**src/ssr_pkg.sv**
```systemverilog
`timescale 1ns / 1ps

package ssr_pkg;

  localparam int MAX_TARGET = 8;
  localparam int BYTE_W     = 8;
  localparam int LEN_W      = 4;
  localparam int PAT_W      = 64;
  localparam int APB_DW     = 64;
  localparam int APB_AW     = 6;

  localparam logic [LEN_W-1:0]  TARGET_LEN_RESET = LEN_W'(1);
  localparam logic [LEN_W-1:0]  REPL_LEN_RESET   = '0;
  localparam logic [BYTE_W-1:0] FILL_CHAR_RESET  = 8'h78;

  typedef enum logic [2:0] {
    RegTargetPattern = 3'd0,
    RegTargetLength  = 3'd1,
    RegReplPattern   = 3'd2,
    RegReplLength    = 3'd3,
    RegFillChar      = 3'd4
  } cfg_reg_e;

endpackage

```
**src/ssr_stream_if.sv**
```systemverilog
`timescale 1ns / 1ps

interface ssr_in_if;
  import ssr_pkg::*;

  logic              valid;
  logic              ready;
  logic [BYTE_W-1:0] in_byte;
  logic              in_last;

  modport source (output valid, in_byte, in_last, input ready);
  modport sink (input valid, in_byte, in_last, output ready);
endinterface

interface ssr_out_if;
  import ssr_pkg::*;

  logic              valid;
  logic              ready;
  logic [BYTE_W-1:0] out_byte;
  logic              was_replaced;
  logic              out_last;

  modport source (output valid, out_byte, was_replaced, out_last, input ready);
  modport sink (input valid, out_byte, was_replaced, out_last, output ready);
endinterface

```
**src/stream_string_redactor_top.sv**
```systemverilog
`timescale 1ns / 1ps
// Output: a byte goes from the window to the output register once the request that pushes it
// out of the window is accepted, which is target length minus one requests after its own.
// Throughput, while the output is taken: one request per cycle in the stream; a final request
// drains the window at one byte per cycle through the single output register.
// Reset: asynchronous and active low; it restores the register defaults, empties the window
// and drops output valid.
module stream_string_redactor_top #(
  parameter int MaxTarget = ssr_pkg::MAX_TARGET
) (
  input  logic                      clk_i,
  input  logic                      rst_ni,
  input  logic                      psel,
  input  logic                      penable,
  input  logic                      pwrite,
  input  logic [ssr_pkg::APB_AW-1:0] paddr,
  input  logic [ssr_pkg::APB_DW-1:0] pwdata,
  output logic [ssr_pkg::APB_DW-1:0] prdata,
  output logic                      pready,
  ssr_in_if.sink                    in_if,
  ssr_out_if.source                 out_if
);
  import ssr_pkg::*;

  localparam int FW = $clog2(MaxTarget + 1);
  localparam int IW = (MaxTarget > 1) ? $clog2(MaxTarget) : 1;
  localparam logic [LEN_W-1:0] MaxLen = LEN_W'(MaxTarget);

  logic [PAT_W-1:0]  target_q, repl_q;
  logic [LEN_W-1:0]  tlen_q, rlen_q;
  logic [BYTE_W-1:0] fill_char_q;
  cfg_reg_e          reg_sel;
  logic              cfg_wr;

  logic [BYTE_W-1:0] win_q [MaxTarget];
  logic [BYTE_W-1:0] win_d [MaxTarget];
  logic              mark_q [MaxTarget];
  logic              mark_d [MaxTarget];
  logic [FW-1:0]     fill_q, fill_d;
  logic [FW-1:0]     skip_q, skip_d;
  logic              flush_q, flush_d;
  logic              busy_q, busy_d;

  logic              out_valid_q;
  logic [BYTE_W-1:0] out_byte_q;
  logic              out_mark_q;
  logic              out_last_q;

  logic [LEN_W-1:0]  len4, rlen4;
  logic [FW-1:0]     len;
  logic              work, can_load, do_emit, hit, in_accept, pending;
  logic [BYTE_W-1:0] wb [MaxTarget];
  logic              mk [MaxTarget];
  logic [BYTE_W-1:0] win_s1 [MaxTarget];
  logic              mark_s1 [MaxTarget];
  logic [FW-1:0]     fill_s1, skip_s1;
  logic              flush_s1;

  // Configuration port
  assign pready  = 1'b1;
  assign reg_sel = cfg_reg_e'(paddr[5:3]);
  assign cfg_wr  = psel && penable && pwrite;

  always_ff @(posedge clk_i or negedge rst_ni) begin
    if (!rst_ni) begin
      target_q    <= '0;
      tlen_q      <= TARGET_LEN_RESET;
      repl_q      <= '0;
      rlen_q      <= REPL_LEN_RESET;
      fill_char_q <= FILL_CHAR_RESET;
    end else if (cfg_wr) begin
      case (reg_sel)
        RegTargetPattern: target_q    <= pwdata[PAT_W-1:0];
        RegTargetLength:  tlen_q      <= pwdata[LEN_W-1:0];
        RegReplPattern:   repl_q      <= pwdata[PAT_W-1:0];
        RegReplLength:    rlen_q      <= pwdata[LEN_W-1:0];
        RegFillChar:      fill_char_q <= pwdata[BYTE_W-1:0];
        default: ;
      endcase
    end
  end

  always_comb begin
    case (reg_sel)
      RegTargetPattern: prdata = APB_DW'(target_q);
      RegTargetLength:  prdata = APB_DW'(tlen_q);
      RegReplPattern:   prdata = APB_DW'(repl_q);
      RegReplLength:    prdata = APB_DW'(rlen_q);
      RegFillChar:      prdata = APB_DW'(fill_char_q);
      default:          prdata = '0;
    endcase
  end

  // Effective lengths
  always_comb begin
    if (tlen_q == '0) begin
      len4 = LEN_W'(1);
    end else if (tlen_q > MaxLen) begin
      len4 = MaxLen;
    end else begin
      len4 = tlen_q;
    end
    rlen4 = (rlen_q > len4) ? len4 : rlen_q;
    len   = len4[FW-1:0];
  end

  // One check-and-emit step on the window
  assign work     = busy_q && ((fill_q >= len) || (flush_q && fill_q != '0));
  assign can_load = !out_valid_q || out_if.ready;
  assign do_emit  = work && can_load;

  always_comb begin
    logic all_ok;
    all_ok = 1'b1;
    for (int k = 0; k < MaxTarget; k++) begin
      if ((LEN_W'(k) < len4) && (win_q[k] != target_q[8*k +: 8])) begin
        all_ok = 1'b0;
      end
    end
    hit = (skip_q == '0) && (fill_q >= len) && all_ok;
    for (int k = 0; k < MaxTarget; k++) begin
      if (hit && (LEN_W'(k) < len4)) begin
        wb[k] = (LEN_W'(k) < rlen4) ? repl_q[8*k +: 8] : fill_char_q;
        mk[k] = 1'b1;
      end else begin
        wb[k] = win_q[k];
        mk[k] = mark_q[k];
      end
    end
  end

  always_comb begin
    for (int i = 0; i < MaxTarget; i++) begin
      if (do_emit && (i < MaxTarget - 1)) begin
        win_s1[i]  = wb[(i + 1) % MaxTarget];
        mark_s1[i] = mk[(i + 1) % MaxTarget];
      end else begin
        win_s1[i]  = win_q[i];
        mark_s1[i] = mark_q[i];
      end
    end
    if (do_emit) begin
      fill_s1 = fill_q - FW'(1);
      if (hit) begin
        skip_s1 = len - FW'(1);
      end else if (skip_q != '0) begin
        skip_s1 = skip_q - FW'(1);
      end else begin
        skip_s1 = '0;
      end
    end else begin
      fill_s1 = fill_q;
      skip_s1 = skip_q;
    end
    flush_s1 = flush_q;
    if (flush_q && fill_s1 == '0) begin
      flush_s1 = 1'b0;
      skip_s1  = '0;
    end
  end

  assign pending     = busy_q && ((fill_s1 >= len) || (flush_s1 && fill_s1 != '0));
  assign in_if.ready = !pending;
  assign in_accept   = in_if.valid && in_if.ready;
  assign busy_d      = in_accept || pending;

  always_comb begin
    for (int i = 0; i < MaxTarget; i++) begin
      win_d[i]  = win_s1[i];
      mark_d[i] = mark_s1[i];
    end
    fill_d  = fill_s1;
    skip_d  = skip_s1;
    flush_d = flush_s1;
    if (in_accept) begin
      win_d[fill_s1[IW-1:0]]  = in_if.in_byte;
      mark_d[fill_s1[IW-1:0]] = 1'b0;
      fill_d  = fill_s1 + FW'(1);
      flush_d = in_if.in_last;
    end
  end

  always_ff @(posedge clk_i or negedge rst_ni) begin
    if (!rst_ni) begin
      fill_q      <= '0;
      skip_q      <= '0;
      flush_q     <= 1'b0;
      busy_q      <= 1'b0;
      out_valid_q <= 1'b0;
    end else begin
      fill_q  <= fill_d;
      skip_q  <= skip_d;
      flush_q <= flush_d;
      busy_q  <= busy_d;
      if (can_load) begin
        out_valid_q <= do_emit;
      end
    end
  end

  always_ff @(posedge clk_i) begin
    for (int i = 0; i < MaxTarget; i++) begin
      win_q[i]  <= win_d[i];
      mark_q[i] <= mark_d[i];
    end
    if (do_emit) begin
      out_byte_q <= wb[0];
      out_mark_q <= mk[0];
      out_last_q <= flush_q && (fill_q == FW'(1));
    end
  end

  assign out_if.valid        = out_valid_q;
  assign out_if.out_byte     = out_byte_q;
  assign out_if.was_replaced = out_mark_q;
  assign out_if.out_last     = out_last_q;

  assert property (@(posedge clk_i) disable iff (!rst_ni) fill_q <= FW'(MaxTarget))
    else $error("Window holds more bytes than it has room for.");

  assert property (@(posedge clk_i) disable iff (!rst_ni) skip_q <= fill_q)
    else $error("More bytes are marked for skipping than the window holds.");

  assert property (@(posedge clk_i) disable iff (!rst_ni) !in_if.ready |-> busy_q)
    else $error("Input is held off although no request is in progress.");

  assert property (@(posedge clk_i) disable iff (!rst_ni)
                   (out_valid_q && !out_if.ready) |=> !do_emit || out_if.ready)
    else $error("A new byte was loaded over one that had not been taken.");

endmodule

```
**src/flat_wrapper.sv**
```systemverilog
// flat-port wrapper written by rule: the top's interface ports become plain ports
module stream_string_redactor_top_flat import ssr_pkg::*;
#(
  parameter int MaxTarget = ssr_pkg::MAX_TARGET
)
  (clk_i, rst_ni, psel, penable, pwrite, paddr, pwdata, prdata, pready, in_if_valid, in_if_in_byte, in_if_in_last, in_if_ready, out_if_valid, out_if_out_byte, out_if_was_replaced, out_if_out_last, out_if_ready);
  ssr_in_if in_if_i ();
  ssr_out_if out_if_i ();
  input  logic clk_i;
  input  logic rst_ni;
  input  logic psel;
  input  logic penable;
  input  logic pwrite;
  input  logic [ssr_pkg::APB_AW-1:0] paddr;
  input  logic [ssr_pkg::APB_DW-1:0] pwdata;
  output logic [ssr_pkg::APB_DW-1:0] prdata;
  output logic pready;
  input wire logic [$bits(in_if_i.valid)-1:0] in_if_valid;
  input wire logic [$bits(in_if_i.in_byte)-1:0] in_if_in_byte;
  input wire logic [$bits(in_if_i.in_last)-1:0] in_if_in_last;
  output wire logic [$bits(in_if_i.ready)-1:0] in_if_ready;
  output wire logic [$bits(out_if_i.valid)-1:0] out_if_valid;
  output wire logic [$bits(out_if_i.out_byte)-1:0] out_if_out_byte;
  output wire logic [$bits(out_if_i.was_replaced)-1:0] out_if_was_replaced;
  output wire logic [$bits(out_if_i.out_last)-1:0] out_if_out_last;
  input wire logic [$bits(out_if_i.ready)-1:0] out_if_ready;
  assign in_if_i.valid = in_if_valid;
  assign in_if_i.in_byte = in_if_in_byte;
  assign in_if_i.in_last = in_if_in_last;
  assign in_if_ready = in_if_i.ready;
  assign out_if_valid = out_if_i.valid;
  assign out_if_out_byte = out_if_i.out_byte;
  assign out_if_was_replaced = out_if_i.was_replaced;
  assign out_if_out_last = out_if_i.out_last;
  assign out_if_i.ready = out_if_ready;
  stream_string_redactor_top #(.MaxTarget(MaxTarget)) u_core (.clk_i(clk_i), .rst_ni(rst_ni), .psel(psel), .penable(penable), .pwrite(pwrite), .paddr(paddr), .pwdata(pwdata), .prdata(prdata), .pready(pready), .in_if(in_if_i), .out_if(out_if_i));
endmodule
```
**config.mk**
```make
export PLATFORM = sky130hd
export DESIGN_NAME = stream_string_redactor_top_flat
export DESIGN_NICKNAME = d
export VERILOG_FILES = /design/src/ssr_pkg.sv /design/src/ssr_stream_if.sv /design/src/stream_string_redactor_top.sv /design/src/flat_wrapper.sv
export SDC_FILE = /design/constraint.sdc
export NUM_CORES = 1
export LEC_CHECK = 0
export ABC_AREA = 1
export BUFFER_PORTS_ARGS = -buffer_cell sky130_fd_sc_hd__buf_2
export CAP_MARGIN = 20
export CORE_UTILIZATION = 50
export DETAILED_ROUTE_END_ITERATION = 7
export MAX_ROUTING_LAYER = met4
export PLACE_DENSITY = 0.76
export SYNTH_ARGS = -nofsm -noshare
export SYNTH_HDL_FRONTEND = slang
export SYNTH_SLANG_ARGS = --single-unit
```
**constraint.sdc**
```tcl
create_clock -name clk_i -period 4.7 [get_ports clk_i]
set_clock_uncertainty 0.05 [all_clocks]
set_input_delay 0.235 -clock clk_i [delete_from_list [all_inputs] [get_ports clk_i]]
set_output_delay 0.235 -clock clk_i [all_outputs]
set_load 0.02 [all_outputs]
```
# Word level (Yosys, flattened, before mapping)
# Memories as Yosys holds them, arrays and structs flattened.
# Index checks and enable logic that the tools add are counted.
dict set report totals {
  reg_bits 165
  latchBits 0
  ramBits 72
  rom_bits 0
  in_bits 86
  word_cells 169
  mem_count 2
}
# memory words word_bits read_ports rd_clocked_by_memory_dff wr line_no
set memory_table {}
lappend memory_table {u_core.win_q 8 8 8 0 8 stream_string_redactor_top.sv:35} ;# logic [BYTE_W-1:0] win_q [MaxTarget];
lappend memory_table {u_core.mark_q 8 1 8 0 8 stream_string_redactor_top.sv:37} ;# logic mark_q [MaxTarget];
dict set report classes {
  add_sub_neg 4
  mul 0
  div_mod_pow 0
  n_lt_le_gt_ge 22
  eq_ne 13
  n_shift 0
  n_mux 64
  bitwise 3
  reduce_logical 48
}
# cell count
set ops {}
lappend ops {{64-bit one-hot mux with 5 select lines} 1}
lappend ops {{8-bit 2-to-1 mux} 25}
lappend ops {{64-bit bitwise mux} 1}
lappend ops {{64-bit 2-to-1 mux} 1}
lappend ops {{8-bit != test} 8}
lappend ops {{4-bit 2-to-1 mux} 9}
lappend ops {{3-bit by 4-bit less-than comparator with 1-bit output, first input constant} 8}
lappend ops {{1-bit logical AND} 29}
lappend ops {{1-bit 2-to-1 mux} 25}
lappend ops {{8-bit demux with 3-bit select} 1}
lappend ops {{1-bit by 4-bit less-than comparator with 1-bit output, first input constant} 4}
lappend ops {{2-bit by 4-bit less-than comparator with 1-bit output, first input constant} 4}
lappend ops {{4-bit logical NOT} 3}
lappend ops {{4-bit nonzero test} 3}
lappend ops {{4-bit by 1-bit subtractor with 4-bit output, second input constant} 3}
lappend ops {{2-bit AND reduction} 5}
lappend ops {{8-bit AND} 1}
lappend ops {{4-bit >= comparator} 2}
lappend ops {{8-bit NOT} 1}
lappend ops {{3-bit by 2-bit equality test with 1-bit output, second input constant} 2}
lappend ops {{4-bit by 1-bit adder with 4-bit output, second input constant} 1}
lappend ops {{4-bit by 1-bit equality test with 1-bit output, second input constant} 1}
lappend ops {{4-bit >= comparator, second input constant} 1}
lappend ops {{4-bit > comparator} 1}
lappend ops {{other kinds (10)} 14}

# Depth between registers and ports, before layout
# Gate-level depths: netlist (run 1).
dict set report depth {
  depth_word 19
  mapped_depth 26
}

# Worst setup path before layout (run 1)
# No wires, ideal clock.
dict set report synth_path {
  path_kind {reg-to-reg}
  start {reg u_core.tlen_q[2]}
  end {reg (tool-made name)}
  arrival_ns 3.760
  slack_ns 0.548
  path_stages_with_launch 25
  path_buffers 2
  cell_sequence {dfrtp_1 inv_2 nand2_1 a21oi_4 ha_1 inv_1 nand2_1 nand2_1 nand2_1 nand2_1 nand3_2 nand3_4 xor2_4 buf_2 clkbuf_1 ha_1 inv_1 a21boi_0 o21ai_0 nand2_1 a21oi_1 nand2_2 nand2_4 nand2_2 nor2_2}
}
# element line_no
set synth_lines {}
lappend synth_lines {{from (decl)} stream_string_redactor_top.sv:30} ;# logic [LEN_W-1:0] tlen_q, rlen_q;
lappend synth_lines {{from (signal assigned)} stream_string_redactor_top.sv:74} ;# RegTargetLength: tlen_q <= pwdata[LEN_W-1:0];

# Final worst setup path (run 1)
dict set report layout_path {
  start {reg u_core.tlen_q[2]}
  end {out in_if_ready}
}
dict set report layout_via {
  elab_chain_cells 15
  elab_cells_between_ends 18
  classes_between {order compare (3); mux (4); reduce/logical (11)}
}
# element line_no
set layout_lines {}
lappend layout_lines {{4-bit > comparator} stream_string_redactor_top.sv:98} ;# end else if (tlen_q > MaxLen) begin
lappend layout_lines {{4-bit 2-to-1 mux} stream_string_redactor_top.sv:98}
lappend layout_lines {{4-bit 2-to-1 mux (*)} stream_string_redactor_top.sv:96} ;# if (tlen_q == '0) begin
lappend layout_lines {{4-bit >= comparator} stream_string_redactor_top.sv:108} ;# assign work = busy_q && ((fill_q >= len) || (flush_q && fill_q != '0));
lappend layout_lines {{1-bit logical OR} stream_string_redactor_top.sv:108}
lappend layout_lines {{1-bit logical AND} stream_string_redactor_top.sv:108}
lappend layout_lines {{1-bit logical AND} stream_string_redactor_top.sv:110} ;# assign do_emit = work && can_load;
lappend layout_lines {{4-bit 2-to-1 mux} stream_string_redactor_top.sv:142} ;# if (do_emit) begin
lappend layout_lines {{4-bit logical NOT} stream_string_redactor_top.sv:156} ;# if (flush_q && fill_s1 == '0) begin
lappend layout_lines {{1-bit logical AND} stream_string_redactor_top.sv:156}
lappend layout_lines {{1-bit 2-to-1 mux} stream_string_redactor_top.sv:156}
lappend layout_lines {{1-bit logical AND} stream_string_redactor_top.sv:162} ;# assign pending = busy_q && ((fill_s1 >= len) || (flush_s1 && fill_s1 != '0));
lappend layout_lines {{1-bit logical OR (*)} stream_string_redactor_top.sv:162}
lappend layout_lines {{1-bit logical AND (*)} stream_string_redactor_top.sv:162}
lappend layout_lines {{1-bit logical NOT (*)} stream_string_redactor_top.sv:163} ;# assign in_if.ready = !pending;
lappend layout_lines {{to (decl)} flat_wrapper.sv:21} ;# output wire logic [$bits(in_if_i.ready)-1:0] in_if_ready;
# Every way passes the cells marked *; elsewhere a longest branch is shown, timed or not.

==> summary.md, run 1 <==
| Metric | Value |
|---|---|
| Hold Path Depth | `1` |
| WL per Instance | `17.68 um` |
| Total congestion overflow | `0` |
| Core ar. | `27180 um^2` |
| DR pass1 iterations | `6` |
| Asr flop ratio synth | `65.40%` |
| Final worst-path cycle share | `94.09%` |
| H-tree levels | `1` |
| Critical path capture point type | `primary output` |
| CP cell instances | `inv_2, nand2_1, a21oi_4, ha_1, inv_1, nand2_1, nand2_1, nand2_1, nand2_1, nand3_2, nand3_4, buf_4, xor2_4, ha_1, inv_1, a21boi_0, o21ai_0, nand2_1, a21oi_1, nand2_2, nand2_4, buf_4, buf_2` |
| Fmax | `226.1 MHz` |
| I/O pins | `163` |
| Num CTS Buffers | `27` |
| Fillers | `2460` |
| DRT iter0 DRCs | `1609` |
| Drt total wl | `45100 um` |
| Via density per instance | `5.574` |
| Initial Util | `51.28%` |
| Lkg Pwr | `8.455 nW` |
| Clk buf depth | `3` |
| Initial antenna violation count | `1` |
| Overall Power | `9.984 mW` |
| Seq cells post-synth | `237` |
| DRC Markers | `0` |
| Primary FF master, synth | `dfrtp_1` |
| Simple-Gate Fraction of Synth Area | `33.71%` |
| Die area | `28550 um^2` |
| Share of layout cells above drive strength 1 | `14.61%` |
| CTS tree | `yes` |
| Post-Syn Area | `13940 um^2` |
| Synthesized instance count | `1966` |
| Outcome | `complete, no violations` |
| Register area share after synthesis | `41.02%` |
| CP required | `4410 ps` |
| Most common cell on crit path | `nand2_1` |
| Setup tns final | `0 ps` |
| Chip width | `169.0 um` |
| Ys Warns | `0` |
| Slowest cell delay on critical path | `480 ps` |
| Worst setup margin | `277.9 ps` |
| Mux share of post-synthesis cell area | `0.8080%` |
| Synth Area in Adders | `1.975%` |
| Max-slew headroom | `33.83%` |
| Number of global-route vias before repair | `13.10k` |
| Fin nets | `2264` |
| Largest net degree at the start of global routing | `129` |
| DR vias | `14.22k` |
| Post-synth EDFFs | `19` |
| GR Util All Layers | `32.29%` |
| Clock latency on the worst-skew pair | `540 ps` |
| Syn Area/Cell | `7.089 um^2` |
| Critical path class | `reg2out` |
| I/O Buffers | `158` |
| CP max FO | `9` |
| Clock period minus worst slack | `4422 ps` |
| Slowest CP cell | `dfrtp_1` |
| Clk sink count | `237` |
| Post-place setup slack | `376.4 ps` |
| Power Dens Cells | `600.6 nW/um^2` |
| Main combinational cell family by area after synthesis | `simple AND/OR/NAND/NOR gates` |
| Final ANT Viol Nets | `0` |
| Worst setup SP type | `flop` |
| Row cnt | `60` |
| First-pass GRT wire length | `69940 um` |
| Clk pin slew, worst setup/hold paths | `60 ps` |
| Worst R2R Path Depth | `23` |
| CTS root buffer | `clkbuf_16` |
| Die Y | `169.0 um` |
| Hold Path Class | `in2reg` |
| Synth Net Count | `2074` |
| Layout area overhead | `19.28%` |
| Arr. time, crit path | `4140 ps` |
| Fin. max-slew vios | `0` |
| Synth Area in XOR/XNOR | `0.8888%` |
| Max Cap Violations | `0` |
| Area fraction in compound gates after synthesis | `11.68%` |
| Worst-Margin Slew | `989.0 ps` |
| Post-DP HPWL | `30890 um` |
| Setup-failing EPs final | `0` |
| Synth cell types | `53` |
| VDD IR max | `0.3935 mV` |
| Final hold vios | `0` |
| GPL Wtd Cong | `0.9584` |
| Unrepaired setup endpoints after global routing | `false` |
[report_power, final]
part	internal (mW)	switching, mW
logic	1.43	3.16
registers	2.71	0.498
clock network	1.31	0.872
[cell type report]
cell class              instances  area, um^2  share of cell area (%)
clock inverters                14       146.4                  0.8806
multi-input cells            1397        6894                   41.47
well taps                     372       465.4                   2.800
repair buffers                252        1718                   10.33
diodes                          3       7.507                 0.04516
flip-flops and latches        237        5717                   34.39
clock buffers                  35       767.0                   4.614
inverters                     241       909.6                   5.472
[timing repair]
action / 4_1_cts / 5_1_grt
hold buffers: 66 / 0
gates resized for setup: 0 / 2
hold endpoints to repair: 194 / 0
setup buffers: 0 / 7
endpoints found under the setup margin: 0 / 1
[flip-flops by register name, indices dropped and copies added, names as in the netlist, named ones only]
signal	flops
u_core.out_if.out_byte	8
u_core.skip_q	4
u_core.busy_q	1
u_core.out_if.valid	1
u_core.repl_q	64
u_core.mark_q	8
u_core.rlen_q	4
u_core.target_q	64
u_core.out_if.out_last	1
u_core.flush_q	1
u_core.out_if.was_replaced	1
u_core.tlen_q	4
u_core.fill_char_q	8
u_core.win_q	56
u_core.fill_q	4
[logic make-up (layout without fill, tap and decap cells)]
group	Yosys count	after routing
and+or+nand+nor	1063	1064
buffers and inverters	333	542
AOI/OAI and AO/OA	288	288
DFF	237	237
adders and majority gates	22	22
xor gates and xnor gates	12	12
muxes	10	10
other	1	4
[synthesized netlist by cell type (3+ instances only)]
master	count	share of area, %
or2_2	5	0.22
clkinv_1	5	0.13
nand2_4	5	0.40
a21oi_1	61	2.2
o22ai_1	50	2.2
o21ai_4	3	0.35
o211ai_1	4	0.22
inv_2	8	0.22
o221ai_1	4	0.25
buf_2	18	0.65
dfrtp_1	150	27
o21ai_1	18	0.65
buf_4	5	0.27
ha_1	22	2.0
clkbuf_1	49	1.3
nor2_1	91	2.5
dfstp_2	5	0.94
nand4_1	101	4.5
a221oi_1	4	0.25
xor2_1	6	0.38
xnor2_1	5	0.31
dfxtp_1	63	9.0
nand2_2	13	0.58
nor2_4	4	0.32
nor2_2	5	0.22
mux2_2	10	0.81
inv_1	226	6.1
o21ai_0	132	4.7
nor3_1	7	0.25
nand2_1	671	18
nand3_2	11	0.79
nand4_2	3	0.27
buf_6	11	0.89
buf_1	9	0.24
nand3_1	142	5.1
edfxtp_1	19	4.1
[metal layers]
layer  vias to the layer above  track usage [%]  share of wire [%]
li1                       6790                -                  -
met2                       650            50.50                 45
met5                         -                -                  0
met3                       125            5.588                9.3
met4                         0            14.62                4.6
met1                      6654            40.93                 41
[worst paths after layout]
path	to	startpoint	slack [ps]
setup / recovery	in_if_ready	u_core.tlen_q[2]	280
hold / removal	flop	in_if_in_byte[7]	30
setup reg to reg	flop	u_core.tlen_q[2]	550
hold reg to reg	u_core.repl_q[1]	u_core.repl_q[1]	460
max in group asynchronous	u_core.repl_q[0]	rst_ni	3290
min in group asynchronous	u_core.target_q[5]	rst_ni	170
[critical path, delay by kind of cell (launching register included)]
family / cells / cell delay [ps]
compound gates: 4 / 620
xor+xnor: 1 / 170
fa+ha+maj: 2 / 520
buf+inv: 6 / 890
flops: 1 / 480
simple gates: 10 / 900
[through the flow]
| step | instance area [um^2] | std cells | hold slack (ps) | util, % |
|---|---|---|---|---|
| after floorplan | 13940 | 1966 | -110.6 | - |
| final | 16620 | 2551 | 33.13 | 61.17 |
| after CTS | 16540 | 2540 | 14.88 | 60.88 |
| after global placement | 14970 | 2425 | 181.7 | 55.09 |
| after detailed placement | 14970 | 2425 | 187.2 | 55.09 |
| after global routing | 16620 | 2549 | 18.55 | 61.16 |
[cell usage in the layout, fill, tap and decap left out, types with 7 or more instances in the layout]
master,netlist,layout
nand4_1,101,101
dlygate4sd3_1,0,66
o21ai_0,132,132
nand3_2,11,12
inv_1,226,226
o22ai_1,50,50
nand2_1,671,670
buf_4,5,24
o21ai_1,18,18
inv_2,8,9
nand2_2,13,13
clkinv_1,5,7
nand3_1,142,142
buf_2,18,157
a21oi_1,61,61
edfxtp_1,19,19
mux2_2,10,10
ha_1,22,22
dfxtp_1,63,63
nor2_1,91,89
dfrtp_1,150,150
clkbuf_16,0,28
No activity file was read; power rests on OpenSTA's default activity.
==> inputs of run 2 (changes only) <==
- PLACE_DENSITY: 0.76 -> not set
- PLACE_DENSITY_LB_ADDON: not set -> 0.08
- RECOVER_POWER: not set -> 50
==> summary.md, run 2 (synthesis results as in run 1) <==
| Metric | Value |
|---|---|
| Outcome | `finished, violations left` |
| Failing checks | `max-capacitance violations, max-slew violations` |
| Power Dens Cells | `600.7 nW/um^2` |
| DR pass1 iterations | `5` |
| Post-Layout Cell Count | `2549` |
| Biggest regs | `u_core.repl_q: 64 flops, u_core.target_q: 64 flops, u_core.win_q: 56 flops` |
| Clk sink count | `237` |
| Unrepaired setup endpoints after global routing | `false` |
| NetSw | `4.527 mW` |
| Total congestion overflow | `0` |
| I/O Buffers | `158` |
| Lkg Pwr | `8.365 nW` |
| GR Util All Layers | `32.51%` |
| Clk pin slew, worst setup/hold paths | `60 ps` |
| CP required | `4410 ps` |
| Hold Path Depth | `4` |
| Logic pwr share | `45.2%` |
| Critical path capture point type | `primary output` |
| Max-slew headroom | `-135.3%` |
| CP cell instances | `inv_2, nand2_1, a21oi_4, ha_1, inv_1, nand2_1, nand2_1, nand2_1, nand2_1, nand3_2, nand3_4, buf_4, nand2_1, nand2_1, inv_1, ha_1, a21oi_1, nand2_2, nand2_4, buf_4, buf_2` |
| Internal | `5.420 mW` |
| Share of layout cells above drive strength 1 | `13.10%` |
| H-tree levels | `1` |
| Final hold vios | `0` |
| DRT iter0 DRCs | `1112` |
| CP bufs+invs | `6` |
| CP max FO | `28` |
| Setup tns final | `0 ps` |
| I/O pins | `163` |
| Via density per instance | `5.468` |
| Max Cap Violations | `3` |
| Post-DP HPWL | `30750 um` |
| Fin util | `60.93%` |
| Initial Util | `51.28%` |
| Switching Fraction | `45.51%` |
| CTS root buffer | `clkbuf_16` |
| Worst-Margin Slew | `3529 ps` |
| Fmax | `228.8 MHz` |
| Worst setup SP type | `flop` |
| Drt total wl | `45140 um` |
| VDD IR max | `0.3562 mV` |
| Fin nets | `2262` |
| Hold Path Class | `in2reg` |
| Final ANT Viol Nets | `0` |
| WP depth | `21` |
| Setup-failing EPs final | `0` |
| First-pass GRT wire length | `70350 um` |
| Clk pwr share | `22.5%` |
| Final worst-path cycle share | `92.99%` |
| Core ar. | `27180 um^2` |
| Crit-path leading delay family | `buffers and inverters` |
| Clock latency on the worst-skew pair | `550 ps` |
| Slowest cell delay on critical path | `500 ps` |
| Number of global-route vias before repair | `12.68k` |
| Initial antenna violation count | `1` |
| Arr. time, crit path | `4090 ps` |
| Most common cell on crit path | `nand2_1` |
| Worst R2R Path Depth | `23` |
| Slowest CP cell | `dfrtp_1` |
| Clock period minus worst slack | `4371 ps` |
| GPL Wtd Cong | `0.9575` |
| Critical path class | `reg2out` |
| WL per Instance | `17.71 um` |
| Layout area overhead | `18.82%` |
| Fin. max-slew vios | `204` |
| Row cnt | `60` |
| Flop pwr share | `32.3%` |
| Commonest cells after routing, fill and taps aside | `nand2_1 (671), inv_1 (226), dfrtp_1 (150), nand3_1 (142), buf_2 (136)` |
| Die Y | `169.0 um` |
| Die area | `28550 um^2` |
| Commonest non-fill, non-tap cell in the layout | `nand2_1` |
| Clk buf depth | `3` |
| Num CTS Buffers | `28` |
| Chip width | `169.0 um` |
| DR vias | `13.94k` |
| Largest net degree at the start of global routing | `129` |
| Dpl cells | `2426` |
| CTS tree | `yes` |
| DRC Markers | `0` |
==> run 2: changes by cell type in the layout (fill, tap and decap cells not counted), moves of 3 or more <==
cell       previous run  this run
buf_4                24        21
dfstp_1               0         4
clkbuf_16            28        31
buf_12                4         1
clkinv_1              7         4
buf_2               157       136
clkbuf_1              3        31
dfstp_2               5         1
==> run 2: repair_timing <==
item,in CTS,in global routing
buffers inserted,0,3
endpoints found under the setup margin,0,1
hold buffers,66,0
endpoints found under the hold margin,205,0
gates resized for setup,0,1
==> run 2: metal layers <==
metal  track usage [%]  wire length [um]
met1             44.45             20320
met2             49.59             20090
met3             3.718              2991
met4             12.21              1740
met5                 -                 0
==> run 2: final timing paths <==
kind,slack [ps],from,end
max,330,u_core.tlen_q[2],in_if_ready
min,70,out_if_ready,u_core.out_if.valid
max reg2reg,620,u_core.tlen_q[2],u_core.win_q[0][4]
min reg2reg,460,u_core.repl_q[1],u_core.repl_q[1]
max in group asynchronous,990,rst_ni,u_core.target_q[27]
min in group asynchronous,1580,rst_ni,u_core.target_q[3]
==> run 2: layout make-up <==
| cell class | instances | area, um^2 |
|---|---|---|
| Tap cell | 372 | 465.4 |
| Clock inverter | 8 | 65.06 |
| Sequential cell | 237 | 5717 |
| Antenna cell | 1 | 2.502 |
| Multi-Input combinational cell | 1396 | 6869 |
| Timing Repair Buffer | 250 | 1647 |
| Inverter | 241 | 909.6 |
| Clock buffer | 44 | 884.6 |
| Fill cell | 2567 | 10620 |
==> run 2: worst reg2reg max path: stages (launching register included) <==
cell,delay (ps)
dfrtp_1,500
inv_2,230
nand2_1,130
a21oi_4,230
ha_1,270
inv_1,50
nand2_1,40
nand2_1,50
nand2_1,40
nand2_1,80
nand3_2,110
nand3_4,140
buf_4,330
nand2_1,90
nand2_1,130
inv_1,70
ha_1,260
a21oi_1,170
nand2_2,120
nand2_4,80
buf_4,190
nand4_1,340
nand2_1,190
nand2_1,60
==> run 2: metrics by stage <==
stage	power, mW	setup WS (ps)	area, um^2	hold slack (ps)
6_report	9.947	329.3	16560	66.90
5_1_grt	10.65	59.18	16560	86.09
4_1_cts	9.870	221.6	16550	14.03
3_5_place_dp	7.583	540.2	14940	266.3
3_3_place_gp	7.496	613.8	14940	261.3
2_1_floorplan	6.405	547.5	13940	-110.6
==> run 2: power groups by stage <==
stage	clock, mW	sequential (mW)	combinational [mW]
floorplan	0	3.08	3.32
global placement	0	3.22	4.28
detailed placement	0	3.22	4.36
CTS	2.25	3.19	4.43
global route	2.34	3.26	5.05
finish	2.24	3.21	4.50
